## config.mk

```make
export PLATFORM = sky130hd
export DESIGN_NAME = keyed_record_table_sorted_list_unit
export DESIGN_NICKNAME = d
export VERILOG_FILES = /design/src/rtl/core/krt_pkg.sv /design/src/rtl/core/krt_datapath.sv /design/src/rtl/core/krt_ctrl.sv /design/src/rtl/core/keyed_record_table_sorted_list_unit.sv
export SDC_FILE = /design/constraint.sdc
export NUM_CORES = 2
export LEC_CHECK = 0
export ABC_AREA = 0
export BUFFER_PORTS_ARGS = -buffer_cell sky130_fd_sc_hd__clkbuf_2
export CORE_AREA = 2 2 528 530
export CTS_CLUSTER_SIZE = 28
export DETAILED_ROUTE_END_ITERATION = 10
export DIE_AREA = 0 0 530 532
export PLACE_DENSITY = 0.57
export REMOVE_ABC_BUFFERS = 1
export SLEW_MARGIN = 25
export SYNTH_ARGS = -nofsm -noshare
export SYNTH_HDL_FRONTEND = slang
export SYNTH_SLANG_ARGS = --single-unit
```

## constraint.sdc

```tcl
create_clock -name clk -period 14.8 [get_ports clk]
set_input_delay 1.48 -clock clk [delete_from_list [all_inputs] [get_ports clk]]
set_output_delay 1.48 -clock clk [all_outputs]
set_load 0.02 [all_outputs]
```

## src/rtl/core/krt_pkg.sv

```systemverilog
// Shared types and constants for the keyed record table.
// No dependencies.
package krt_pkg;

    localparam int CAPACITY = 16;
    localparam int IDX_W    = $clog2(CAPACITY);
    localparam int CNT_W    = $clog2(CAPACITY + 1);

    localparam logic [1:0] KIND_INSERT = 2'd0;
    localparam logic [1:0] KIND_DELETE = 2'd1;
    localparam logic [1:0] KIND_UPDATE = 2'd2;
    localparam logic [1:0] KIND_LIST   = 2'd3;

    localparam logic [2:0] ST_OK        = 3'd0;
    localparam logic [2:0] ST_DUPLICATE = 3'd1;
    localparam logic [2:0] ST_NOT_FOUND = 3'd2;
    localparam logic [2:0] ST_EMPTY     = 3'd3;
    localparam logic [2:0] ST_FULL      = 3'd4;

    // Datapath operations chosen by the controller
    typedef enum logic [3:0] {
        OP_NONE,
        OP_LOAD,       // capture command
        OP_SCAN_RD,    // read entry at i
        OP_SCAN_CHK,   // compare read key with command key
        OP_APPEND,     // write command record at count
        OP_COMPACT,    // copy entry i to w if it does not match
        OP_UPDATE,     // overwrite entry i if it matches
        OP_SET_COUNT,  // count takes w plus hit
        OP_SORT_RDI,   // read entry i into slot a
        OP_SORT_RDJ,   // read entry j into slot b
        OP_SORT_WRI,   // write slot b at i, swap slots
        OP_SORT_WRJ,   // write slot b at j
        OP_EMIT_RD,    // read entry i for listing
        OP_RESULT      // load output register
    } op_t;

    typedef struct packed {
        op_t              op;
        logic [IDX_W-1:0] i;
        logic [IDX_W-1:0] j;
        logic [IDX_W-1:0] w;
        logic [2:0]       status;
        logic             rec;    // result carries a record
        logic             last;
    } krt_cmd_t;

    typedef struct packed {
        logic [1:0]       kind;
        logic [CNT_W-1:0] count;
        logic             match;  // key matched during scan
        logic             hit;    // entry last checked matches; in compaction, it was kept
        logic             greater; // slot a key above slot b key
    } krt_stat_t;

endpackage

```

## src/rtl/core/krt_datapath.sv

```systemverilog
// Record memories, command registers, sort slots and the output register.
// Depends on krt_pkg.
module krt_datapath
    import krt_pkg::*;
(
    input  logic              clk,
    input  logic              rst_n,
    input  krt_cmd_t          cmd,
    output krt_stat_t         stat,
    input  logic [1:0]        in_kind,
    input  logic [31:0]       in_key,
    input  logic [63:0]       in_name,
    input  logic [31:0]       in_price,
    output logic [2:0]        res_status,
    output logic [31:0]       res_key,
    output logic [63:0]       res_name,
    output logic [31:0]       res_price,
    output logic              res_last
);

    logic [31:0] key_mem   [CAPACITY];
    logic [63:0] name_mem  [CAPACITY];
    logic [31:0] price_mem [CAPACITY];

    logic [1:0]       kind_reg;
    logic [31:0]      key_reg;
    logic [63:0]      name_reg;
    logic [31:0]      price_reg;
    logic [CNT_W-1:0] count_reg;
    logic             match_reg;
    logic             hit_reg;
    logic [31:0]      rk_reg;
    logic [63:0]      rn_reg;
    logic [31:0]      rp_reg;
    logic [31:0]      ak_reg, bk_reg;
    logic [63:0]      an_reg, bn_reg;
    logic [31:0]      ap_reg, bp_reg;

    logic [IDX_W-1:0] rd_addr;

    assign stat.kind    = kind_reg;
    assign stat.count   = count_reg;
    assign stat.match   = match_reg;
    assign stat.hit     = hit_reg;
    assign stat.greater = $signed(ak_reg) > $signed(bk_reg);

    assign rd_addr = (cmd.op == OP_SORT_RDJ) ? cmd.j : cmd.i;

    // Registered memory read
    always_ff @(posedge clk)
    begin
        rk_reg <= key_mem[rd_addr];
        rn_reg <= name_mem[rd_addr];
        rp_reg <= price_mem[rd_addr];
    end

    // Single write port
    always_ff @(posedge clk)
    begin
        case (cmd.op)
            OP_APPEND:
            begin
                key_mem[count_reg[IDX_W-1:0]]   <= key_reg;
                name_mem[count_reg[IDX_W-1:0]]  <= name_reg;
                price_mem[count_reg[IDX_W-1:0]] <= price_reg;
            end
            OP_COMPACT:
            begin
                if (rk_reg != key_reg)
                begin
                    key_mem[cmd.w]   <= rk_reg;
                    name_mem[cmd.w]  <= rn_reg;
                    price_mem[cmd.w] <= rp_reg;
                end
            end
            OP_UPDATE:
            begin
                if (rk_reg == key_reg)
                begin
                    name_mem[cmd.i]  <= name_reg;
                    price_mem[cmd.i] <= price_reg;
                end
            end
            OP_SORT_WRI:
            begin
                key_mem[cmd.i]   <= bk_reg;
                name_mem[cmd.i]  <= bn_reg;
                price_mem[cmd.i] <= bp_reg;
            end
            OP_SORT_WRJ:
            begin
                key_mem[cmd.j]   <= bk_reg;
                name_mem[cmd.j]  <= bn_reg;
                price_mem[cmd.j] <= bp_reg;
            end
            default:
            begin
            end
        endcase
    end

    // Command capture, sort slots and results
    always_ff @(posedge clk)
    begin
        case (cmd.op)
            OP_LOAD:
            begin
                kind_reg  <= in_kind;
                key_reg   <= in_key;
                name_reg  <= in_name;
                price_reg <= in_price;
            end
            OP_SORT_RDI:
            begin
                ak_reg <= rk_reg;
                an_reg <= rn_reg;
                ap_reg <= rp_reg;
            end
            OP_SORT_RDJ:
            begin
                bk_reg <= rk_reg;
                bn_reg <= rn_reg;
                bp_reg <= rp_reg;
            end
            OP_SORT_WRI:
            begin
                // after the swap slot a holds the new entry i
                ak_reg <= bk_reg;
                an_reg <= bn_reg;
                ap_reg <= bp_reg;
                bk_reg <= ak_reg;
                bn_reg <= an_reg;
                bp_reg <= ap_reg;
            end
            OP_RESULT:
            begin
                res_status <= cmd.status;
                res_last   <= cmd.last;
                res_key    <= cmd.rec ? rk_reg : key_reg;
                res_name   <= cmd.rec ? rn_reg : 64'd0;
                res_price  <= cmd.rec ? rp_reg : 32'd0;
            end
            default:
            begin
            end
        endcase
    end

    // Control-side registers: count and match flags
    always_ff @(posedge clk or negedge rst_n)
    begin
        if (!rst_n)
        begin
            count_reg <= '0;
            match_reg <= 1'b0;
            hit_reg   <= 1'b0;
        end
        else
        begin
            case (cmd.op)
                OP_LOAD:
                    match_reg <= 1'b0;
                OP_SCAN_CHK:
                begin
                    hit_reg <= (rk_reg == key_reg);
                    if (rk_reg == key_reg)
                        match_reg <= 1'b1;
                end
                OP_APPEND:
                    count_reg <= count_reg + CNT_W'(1);
                OP_COMPACT:
                    hit_reg <= (rk_reg != key_reg);
                OP_SET_COUNT:
                    count_reg <= CNT_W'(cmd.w) + CNT_W'(hit_reg);
                default:
                begin
                end
            endcase
        end
    end

endmodule

```

## src/rtl/core/krt_ctrl.sv

```systemverilog
// Controller for the record table: scans, compaction, update, exchange sort, listing.
// Depends on krt_pkg.
module krt_ctrl
    import krt_pkg::*;
(
    input  logic      clk,
    input  logic      rst_n,
    input  logic      in_fire,
    output logic      in_ready,
    output logic      out_valid,
    input  logic      out_ready,
    output krt_cmd_t  cmd,
    input  krt_stat_t stat
);

    typedef enum logic [3:0] {
        S_IDLE,
        S_SCAN_RD,
        S_SCAN_CHK,
        S_DECIDE,
        S_WORK_RD,
        S_WORK,
        S_SRT_RI,
        S_SRT_RJ,
        S_SRT_CMP,
        S_SRT_WJ,
        S_EMIT_RD,
        S_EMIT_LD,
        S_OUT
    } state_t;

    state_t           state_reg, state_next;
    logic [IDX_W-1:0] i_reg, i_next, j_reg, j_next, w_reg, w_next;
    logic             ovalid_reg, ovalid_next;
    logic             more_reg, more_next;   // swap write at the old j still pending
    logic [2:0]       st_reg, st_next;
    logic             rec_reg, rec_next;
    logic             last_reg, last_next;
    logic [CNT_W-1:0] n1;

    assign n1        = stat.count - CNT_W'(1);
    assign in_ready  = (state_reg == S_IDLE) && !ovalid_reg;
    assign out_valid = ovalid_reg;

    always_comb
    begin
        state_next  = state_reg;
        i_next      = i_reg;
        j_next      = j_reg;
        w_next      = w_reg;
        ovalid_next = ovalid_reg;
        more_next   = more_reg;
        st_next     = st_reg;
        rec_next    = rec_reg;
        last_next   = last_reg;
        cmd         = '0;
        cmd.op      = OP_NONE;
        cmd.i       = i_reg;
        cmd.j       = j_reg;
        cmd.w       = w_reg;
        cmd.status  = st_reg;
        cmd.rec     = rec_reg;
        cmd.last    = last_reg;

        if (ovalid_reg && out_ready)
            ovalid_next = 1'b0;

        case (state_reg)
            S_IDLE:
            begin
                if (in_fire)
                begin
                    cmd.op     = OP_LOAD;
                    i_next     = '0;
                    state_next = S_SCAN_RD;
                end
            end
            S_SCAN_RD:
            begin
                if (stat.kind == KIND_LIST)
                begin
                    i_next = '0;
                    if (stat.count == '0)
                    begin
                        st_next = ST_EMPTY; rec_next = 1'b0; last_next = 1'b1;
                        more_next = 1'b0; state_next = S_OUT;
                    end
                    else if (stat.count == CNT_W'(1))
                        state_next = S_EMIT_RD;
                    else
                    begin
                        j_next = IDX_W'(1);
                        state_next = S_SRT_RI;
                    end
                end
                else if (CNT_W'(i_reg) >= stat.count)
                    state_next = S_DECIDE;
                else
                begin
                    cmd.op     = OP_SCAN_RD;
                    state_next = S_SCAN_CHK;
                end
            end
            S_SCAN_CHK:
            begin
                cmd.op = OP_SCAN_CHK;
                if (CNT_W'(i_reg) == n1)
                    state_next = S_DECIDE;
                else
                begin
                    i_next     = i_reg + IDX_W'(1);
                    state_next = S_SCAN_RD;
                end
            end
            S_DECIDE:
            begin
                rec_next = 1'b0; last_next = 1'b1; more_next = 1'b0;
                st_next = ST_OK; i_next = '0; w_next = '0;
                state_next = S_OUT;
                case (stat.kind)
                    KIND_INSERT:
                    begin
                        if (stat.match)
                            st_next = ST_DUPLICATE;
                        else if (stat.count == CNT_W'(CAPACITY))
                            st_next = ST_FULL;
                        else
                            cmd.op = OP_APPEND;
                    end
                    default:
                    begin
                        if (!stat.match)
                            st_next = ST_NOT_FOUND;
                        else
                            state_next = S_WORK_RD;
                    end
                endcase
            end
            S_WORK_RD:
            begin
                cmd.op     = OP_SCAN_RD;
                state_next = S_WORK;
                // hit now tells whether entry i-1 was kept
                if (stat.kind == KIND_DELETE && stat.hit && i_reg != '0)
                    w_next = w_reg + IDX_W'(1);
            end
            S_WORK:
            begin
                cmd.op = (stat.kind == KIND_DELETE) ? OP_COMPACT : OP_UPDATE;
                if (CNT_W'(i_reg) == n1)
                    state_next = (stat.kind == KIND_DELETE) ? S_EMIT_LD : S_OUT;
                else
                begin
                    i_next = i_reg + IDX_W'(1);
                    state_next = S_WORK_RD;
                end
            end
            // S_EMIT_LD doubles as count write-back after a delete
            S_SRT_RI:
            begin
                cmd.op = OP_SCAN_RD;
                state_next = S_SRT_RJ;
            end
            S_SRT_RJ:
            begin
                cmd.op = OP_SORT_RDI;
                cmd.i  = j_reg;
                state_next = S_SRT_CMP;
            end
            S_SRT_CMP:
            begin
                cmd.op = OP_SORT_RDJ;
                state_next = S_SRT_WJ;
            end
            S_SRT_WJ:
            begin
                if (stat.greater)
                    cmd.op = OP_SORT_WRI;
                state_next = S_SRT_RI;
                if (CNT_W'(j_reg) == n1)
                begin
                    if (CNT_W'(i_reg) + CNT_W'(2) == stat.count)
                    begin
                        i_next = '0;
                        state_next = S_EMIT_RD;
                    end
                    else
                    begin
                        i_next = i_reg + IDX_W'(1);
                        j_next = i_reg + IDX_W'(2);
                    end
                end
                else
                    j_next = j_reg + IDX_W'(1);
                if (stat.greater)
                    state_next = S_OUT;
                more_next = stat.greater;
            end
            S_EMIT_RD:
            begin
                cmd.op = OP_SCAN_RD;
                st_next = ST_OK; rec_next = 1'b1;
                last_next = (CNT_W'(i_reg) == n1);
                more_next = 1'b0;
                state_next = S_EMIT_LD;
            end
            S_EMIT_LD:
            begin
                if (stat.kind == KIND_DELETE)
                begin
                    cmd.op = OP_SET_COUNT;
                    state_next = S_OUT;
                end
                else if (!ovalid_reg || out_ready)
                begin
                    cmd.op      = OP_RESULT;
                    ovalid_next = 1'b1;
                    if (last_reg)
                        state_next = S_IDLE;
                    else
                    begin
                        i_next     = i_reg + IDX_W'(1);
                        state_next = S_EMIT_RD;
                    end
                end
            end
            S_OUT:
            begin
                if (more_reg)
                begin
                    // finish a swap: write old slot a at j
                    cmd.op = OP_SORT_WRJ;
                    cmd.j  = w_reg;
                    more_next = 1'b0;
                    state_next = S_SRT_RI;
                    if (i_reg == '0 && j_reg == '0)
                        state_next = S_EMIT_RD;
                end
                else if (!ovalid_reg || out_ready)
                begin
                    cmd.op      = OP_RESULT;
                    ovalid_next = 1'b1;
                    state_next  = S_IDLE;
                end
            end
            default:
                state_next = S_IDLE;
        endcase

        // remember the old j for the deferred swap write
        if (state_reg == S_SRT_WJ)
            w_next = j_reg;
        if (state_reg == S_SRT_WJ && stat.greater
            && CNT_W'(j_reg) == n1 && CNT_W'(i_reg) + CNT_W'(2) == stat.count)
        begin
            i_next = '0;
            j_next = '0;
        end
    end

    always_ff @(posedge clk or negedge rst_n)
    begin
        if (!rst_n)
        begin
            state_reg  <= S_IDLE;
            i_reg      <= '0;
            j_reg      <= '0;
            w_reg      <= '0;
            ovalid_reg <= 1'b0;
            more_reg   <= 1'b0;
            st_reg     <= ST_OK;
            rec_reg    <= 1'b0;
            last_reg   <= 1'b0;
        end
        else
        begin
            state_reg  <= state_next;
            i_reg      <= i_next;
            j_reg      <= j_next;
            w_reg      <= w_next;
            ovalid_reg <= ovalid_next;
            more_reg   <= more_next;
            st_reg     <= st_next;
            rec_reg    <= rec_next;
            last_reg   <= last_next;
        end
    end

endmodule

```

## src/rtl/core/keyed_record_table_sorted_list_unit.sv

```systemverilog
// Keyed record table with sorted listing, top level.
// Insert and unmatched commands: the result follows the key scan; matched delete and
// matched update make a second pass over the records (compaction or overwrite).
// List: an exchange sort by signed key, ascending, then one result per listed record.
// One command at a time; the next is taken once the last result has left.
// rst_n asynchronously empties the table; record memory contents are not cleared.
module keyed_record_table_sorted_list_unit
    import krt_pkg::*;
(
    input  logic         clk,
    input  logic         rst_n,
    input  logic         s_axis_tvalid,
    output logic         s_axis_tready,
    // [31:0] item_key, [95:32] name_word, [127:96] price_cents
    input  logic [127:0] s_axis_tdata,
    // [1:0] kind
    input  logic [1:0]   s_axis_tuser,
    output logic         m_axis_tvalid,
    input  logic         m_axis_tready,
    // [31:0] out_key, [95:32] out_name, [127:96] out_price
    output logic [127:0] m_axis_tdata,
    // [2:0] status
    output logic [2:0]   m_axis_tuser,
    output logic         m_axis_tlast
);

    krt_cmd_t    cmd;
    krt_stat_t   stat;
    logic [31:0] rkey, rprice;
    logic [63:0] rname;

    krt_ctrl u_ctrl (
        .clk       (clk),
        .rst_n     (rst_n),
        .in_fire   (s_axis_tvalid && s_axis_tready),
        .in_ready  (s_axis_tready),
        .out_valid (m_axis_tvalid),
        .out_ready (m_axis_tready),
        .cmd       (cmd),
        .stat      (stat)
    );

    krt_datapath u_dp (
        .clk        (clk),
        .rst_n      (rst_n),
        .cmd        (cmd),
        .stat       (stat),
        .in_kind    (s_axis_tuser),
        .in_key     (s_axis_tdata[31:0]),
        .in_name    (s_axis_tdata[95:32]),
        .in_price   (s_axis_tdata[127:96]),
        .res_status (m_axis_tuser),
        .res_key    (rkey),
        .res_name   (rname),
        .res_price  (rprice),
        .res_last   (m_axis_tlast)
    );

    assign m_axis_tdata = {rprice, rname, rkey};

endmodule
```

### After elaboration in Yosys (flattened, before gate mapping)

Memories as Yosys holds them, arrays and structs flattened. A register that Yosys moved wholly into a read port is not among the register bits.
Cells that the tools add are included.

| word-level totals | value |
|---|---|
| input bits | 134 |
| memories | 3 |
| RAM bits | 2,048 |
| logic and storage cells | 264 |
| flip-flop bits (word level) | 548 |

| operators by class | value |
|---|---|
| bitwise gates (word level) | 2 |
| eq/ne operators | 49 |
| $lt $le $gt $ge | 2 |
| reductions and logical operators | 46 |
| add/sub/neg operators | 8 |
| muxes and demuxes | 127 |

Memory list:

| name | words | bits a word | read ports | clocked after memory_dff | wr ports | RTL line | text |
|---|---|---|---|---|---|---|---|
| u_dp.name_mem | 16 | 64 | 1 | 1 | 1 | krt_datapath.sv:22 | `logic [63:0] name_mem [CAPACITY];` |
| u_dp.key_mem | 16 | 32 | 1 | 1 | 1 | krt_datapath.sv:21 | `logic [31:0] key_mem [CAPACITY];` |
| u_dp.price_mem | 16 | 32 | 1 | 1 | 1 | krt_datapath.sv:23 | `logic [31:0] price_mem [CAPACITY];` |

Operators by type and width:

| operator | number |
|---|---|
| $mux W32 | 8 |
| $mux W64 | 4 |
| $pmux W32 S2 | 4 |
| $pmux W64 S2 | 2 |
| $mux W4 | 53 |
| $reduce_or A32 Y1 | 6 |
| $reduce_or A64 Y1 | 3 |
| $pmux W4 S13 | 1 |
| $pmux W4 S11 | 1 |
| $eq A4 B4 Y1 const B | 10 |
| $eq A32 B32 Y1 | 1 |
| $eq A4 B3 Y1 const B | 8 |
| $gt A32 B32 Y1 | 1 |
| $mux W1 | 32 |
| $ne A32 B32 Y1 | 1 |
| $pmux W4 S6 | 1 |
| $mux W3 | 7 |
| $ne A3 B3 Y1 const B | 6 |
| $pmux W4 S2 | 2 |
| $ne A3 B1 Y1 const B | 5 |
| $add A4 B1 Y4 const B | 3 |
| $eq A4 B2 Y1 const B | 3 |
| $logic_not A4 Y1 | 3 |
| $reduce_bool A3 Y1 | 4 |
| other kinds (36) | 65 |

### Logic depth before layout (Yosys ltp)

| logic depth | value |
|---|---|
| depth after elaboration | 12 |
| gate-level depth with buffers | 16 |
| depth with buffers taken out | 11 |

### Cells and area by module

A second synthesis with hierarchy kept.

| second synthesis, totals | value |
|---|---|
| cell total of the unflattened synthesis | 5,893 |
| area total of the unflattened synthesis | 106,814.9 um^2 |

By module, submodules not included:

| module | area an instance (um^2) | cells each | instances |
|---|---|---|---|
| krt_datapath | 104,296.3 | 5,582 | 1 |
| krt_ctrl | 2,512.4 | 310 | 1 |
| keyed_record_table_sorted_list_unit | 6.3 | 1 | 1 |

### Worst setup path before layout

Ideal clock, no wire load.

| path | value |
|---|---|
| kind | input to register |
| start | input port s_axis_tvalid |
| end | register u_dp.ak_reg[0], enable pin |
| path slack | 1,220 ps |
| data arrival time | 12,808 ps |
| library setup time | 772 ps |
| required time | 14,028 ps |
| stages on the path | 5 |
| path through | nand2_1 -> inv_1 -> a31oi_1 -> o211ai_1 -> nor3_1 |

| between the ends | value |
|---|---|
| longest elaborated chain between the ends | 5 |
| elaborated cells between the ends (all ways) | 6 |

Ends and longest elaborated chain:

| element | RTL line | text |
|---|---|---|
| start, declared | keyed_record_table_sorted_list_unit.sv:12 | `input logic s_axis_tvalid,` |
| $logic_and A1 B1 Y1 (*) | keyed_record_table_sorted_list_unit.sv:35 | `.in_fire (s_axis_tvalid && s_axis_tready),` |
| $mux W1 (*) | krt_ctrl.sv:71 | `if (in_fire)` |
| $pmux W4 S11 (*) | krt_ctrl.sv:68 | `case (state_reg)` |
| $eq A4 B4 Y1 | krt_datapath.sv:105 | `case (cmd.op)` |
| $reduce_bool A2 Y1 (no line) (*) | -- |  |
| end signal, assigned | krt_datapath.sv:115 | `ak_reg <= rk_reg;` |
| end signal, assigned | krt_datapath.sv:128 | `ak_reg <= bk_reg;` |
| end, declared | krt_datapath.sv:35 | `logic [31:0] ak_reg, bk_reg;` |

Mark *: on every way between the ends. The rest lies on a longest branch, timed or not.
A chain may end at the register's enable or synchronous reset.

### Worst setup path after layout

| path | value |
|---|---|
| start | register u_ctrl.state_reg[0] |
| end | memory u_dp.name_mem[7][24], enable pin |

| between the ends | value |
|---|---|
| longest elaborated chain between the ends | 12 |
| elaborated cells between the ends (all ways) | 45 |

Ends and longest elaborated chain:

| element | RTL line | text |
|---|---|---|
| start, declared | krt_ctrl.sv:32 | `state_t state_reg, state_next;` |
| start signal, assigned | krt_ctrl.sv:277 | `state_reg <= state_next;` |
| $logic_not A4 Y1 | krt_ctrl.sv:42, krt_ctrl.sv:68 |  |
| $logic_and A1 B1 Y1 | krt_ctrl.sv:42 | `assign in_ready = (state_reg == S_IDLE) && !ovalid_reg;` |
| $logic_and A1 B1 Y1 | keyed_record_table_sorted_list_unit.sv:35 |  |
| $mux W1 | krt_ctrl.sv:71 |  |
| $pmux W4 S11 | krt_ctrl.sv:68 |  |
| $eq A4 B3 Y1 / $eq A4 B4 Y1 (equally long branches) | krt_datapath.sv:60 | `case (cmd.op)` |
| $mux W1 | krt_datapath.sv:60 |  |
| $mux W1 (on tied branches) | krt_datapath.sv:72, krt_datapath.sv:80, krt_datapath.sv:87 |  |
| $reduce_or A64 Y1 (no line) / $or A1 B1 Y1 (equally long branches) | -- |  |
| $mux W4 (no line), or another cell as far along | -- |  |
| $mux W4 (no line) / $mux W1 (equally long branches) (2 in a row) | -- |  |
| end, declared | krt_datapath.sv:22 |  |

Several ways; a longest one is shown, not always the timed one.

==> impl_metrics.tcl <==
set metrics [dict create \
    synth-main-ff-cell "edfxtp_1" \
    regMostFlops "u_dp.name_mem" \
    drv_cap 0 \
    finalSetupTns_ns 0 \
    worstMarginPinSlew_ns 1.17 \
    holdWs_ns 0.459 \
    grt_pass1_vias 58700 \
    cts_num_sinks 2724 \
    drt_iter0_drc 5056 \
    area_delta_synth_final_pct 14.5 \
    core_area_sq_um 276000 \
    clk_pin_slew_ns 0.06 \
    hold_viol_final 0 \
    place_area_sq_um 116000 \
    fin_area_sq_um 126000 \
    m1WireLength_mm 122 \
    ys_warn_count 0 \
    dp_worst_setup_slack_ns 7.01 \
    totalWireLength_mm 270 \
    grt_usage_pct 18.7 \
    fillers 23900 \
    vias 57700 \
    fin_ws_ns 7.43 \
    largestRegisters "u_dp.name_mem: 1024 flops, u_dp.key_mem: 512 flops, u_dp.price_mem: 512 flops" \
    grt_antenna_before_repair 16 \
    wl_met3_mm 13.1 \
    post-cts-setup-buffers 0 \
    yosysSeqAreaShare_pct 73.1 \
    cts_resized 0 \
    critPathLaunchType "flop" \
    rows 193 \
    yosysUniqueCellTypes 78 \
    wl_met2_mm 129 \
    syn_avg_cell_area_sq_um 16.7 \
    clock_path_buffers 4 \
    clock_latency_ns 0.90 \
    ys_ff_latch 2724 \
    htree_num_levels 5 \
    cts_tree "built" \
    largest_reg_flops 1024 \
    powerDensity_nw_per_um2 125 \
    cts_root_buf "clkbuf_16" \
    io_pins 268 \
    drive_gt1_share_pct 12.9 \
    drtAntennaViolNets 0 \
    p_total_mw 15.7 \
    finalMaxSlewViolations 0 \
    peakVddDrop_uv 79.6 \
    yosysMostFrequentCell "edfxtp_1" \
    finalCriticalPeriod_ns 7.37 \
    synth_area_leaders "edfxtp_1 (70%), mux2i_1 (18%), dfxtp_1 (2.3%), nand2_1 (2.3%), a222oi_1 (0.87%)" \
    dp.cells 10400 \
    start_util_pct 39.9 \
    skew_ns 0.0600 \
    timing.fmax_mhz 136 \
    dr.pass1.iters 10 \
    synth_edf_count 2566 \
    worstPathArrival_ns 7.85 \
    critPathCaptureType "flop" \
    hp-class "reg2reg" \
    die_area_sq_um 282000 \
    grt_start_max_net_pins 140 \
    die_w_microns 530 \
    nNetsFinal 7134 \
    fin_cells 10900 \
    synth-async-reset-ratio_pct 1.10 \
    ctsHoldBuffers 0 \
    setup.worst_path.class "reg2reg" \
    syn_inst 6598 \
    synth_top_area_share_pct 70.1 \
    fin_util_pct 45.6 \
    via_per_inst 5.28 \
    cp.required_ns 15.29 \
    port_buffers 267 \
    status "completed" \
    highest_layer "met5" \
    synth_common_cells "edfxtp_1 (2566), mux2i_1 (1957), nand2_1 (668)" \
    critPathMaxFanout 61 \
    dp_hpwl_mm 150 \
    gp_congestion 0.820 \
    wl_per_cell_microns 24.7 \
    syn-cell-area_sq_um 110000 \
    fin_crit_sh_pct 49.8 \
    cts-buffers-inserted 300 \
    p_leak_nw 52.8 \
    grt_pass1_wl_mm 394 \
    maxSlewHeadroom_pct 21.7 \
    rsz0062_at_grt "false" \
    synth_largest_area_cell "edfxtp_1" \
    drcViolationCount 0 \
    die_h_microns 532 \
    gr-total-overflow 0 \
    finalSetupViolCount 0 \
]
## cell type report
type                            count  area, sq um  area share, %
Clock inverter                    159         1630           1.30
Timing Repair Buffer              399         2520           2.00
Sequential cell                  2724        80400           63.9
Clock buffer                      390         8080           6.42
Inverter                          146          556          0.441
Tap cell                         3705         4640           3.68
Multi-Input combinational cell   3380        28000           22.3
Antenna cell                       10         25.0         0.0199
## layout by cell type, fill, tap and decap left out, drive strengths merged, types with 49 or more instances in the layout
cell type	synthesis	routed
nand2	668	668
a222oi	96	96
clkinv	1	117
clkbuf	209	657
edfxtp	2566	2566
inv	145	159
buf	139	132
mux2i	1957	1957
o21ai	110	110
dfxtp	128	128
nor2	70	70
and2	99	99
ha	49	49
## logic make-up after synthesis
| kind of cell | Yosys count | share of synthesized area, % |
|---|---|---|
| AO/OA/AOI/OAI | 327 | 2.22 |
| XOR/XNOR | 51 | 0.406 |
| adder cells (fa/ha/maj) | 49 | 0.558 |
| buffers and inverters | 494 | 1.74 |
| flip-flops | 2724 | 73.1 |
| multiplexers | 1991 | 18.2 |
| AND/OR/NAND/NOR | 962 | 3.82 |
## layer usage
layer | GRT usage, % | vias up
li1 | - | 26000
met4 | 4.32 | 2
met2 | 30.8 | 1517
met1 | 26.2 | 29800
met5 | 0 | -
met3 | 2.43 | 345
## worst max-delay path, cell delays in order, from the launching register on
cell and delay, ns:
dfrtp_1 0.88, nor4bb_2 0.68, nand2_1 0.12, a31o_2 0.24
a311oi_1 0.34, or3_4 0.56, buf_4 0.66, nor2_1 0.24
mux2i_1 0.27, o22ai_1 0.30, nor3_2 0.87, buf_4 0.83
buf_4 0.83
## power by group
group / switching (mW) / leakage (nW) / total, mW / internal [mW]
Sequential: 0 / 24.4 / 8.30 / 8.30
Combinational: 0.00922 / 23.6 / 0.0216 / 0.0123
Clock: 3.08 / 4.74 / 7.37 / 4.29
## worst paths after layout
| path | from | end | slack, ns | depth (start not counted) |
|---|---|---|---|---|
| min in group asynchronous | rst_n | u_dp.count_reg[2]$_DFFE_PN0P_ | 0.72 | 1 |
| hold reg to reg | u_ctrl.st_reg[1]$_DFFE_PN0P_ | u_dp.res_status[1]$_DFFE_PN_ | 0.46 | 0 |
| hold / removal | u_ctrl.st_reg[1]$_DFFE_PN0P_ | u_dp.res_status[1]$_DFFE_PN_ | 0.46 | 0 |
| setup reg to reg | u_ctrl.state_reg[0]$_DFFE_PN0P_ | u_dp.name_mem[7][24]$_DFFE_PP_ | 7.43 | 12 |
| setup / recovery | u_ctrl.state_reg[0]$_DFFE_PN0P_ | u_dp.name_mem[7][24]$_DFFE_PP_ | 7.43 | 12 |
| max in group asynchronous | rst_n | u_ctrl.rec_reg$_DFFE_PN0P_ | 13.46 | 1 |
(Power assumes the default switching activity.)
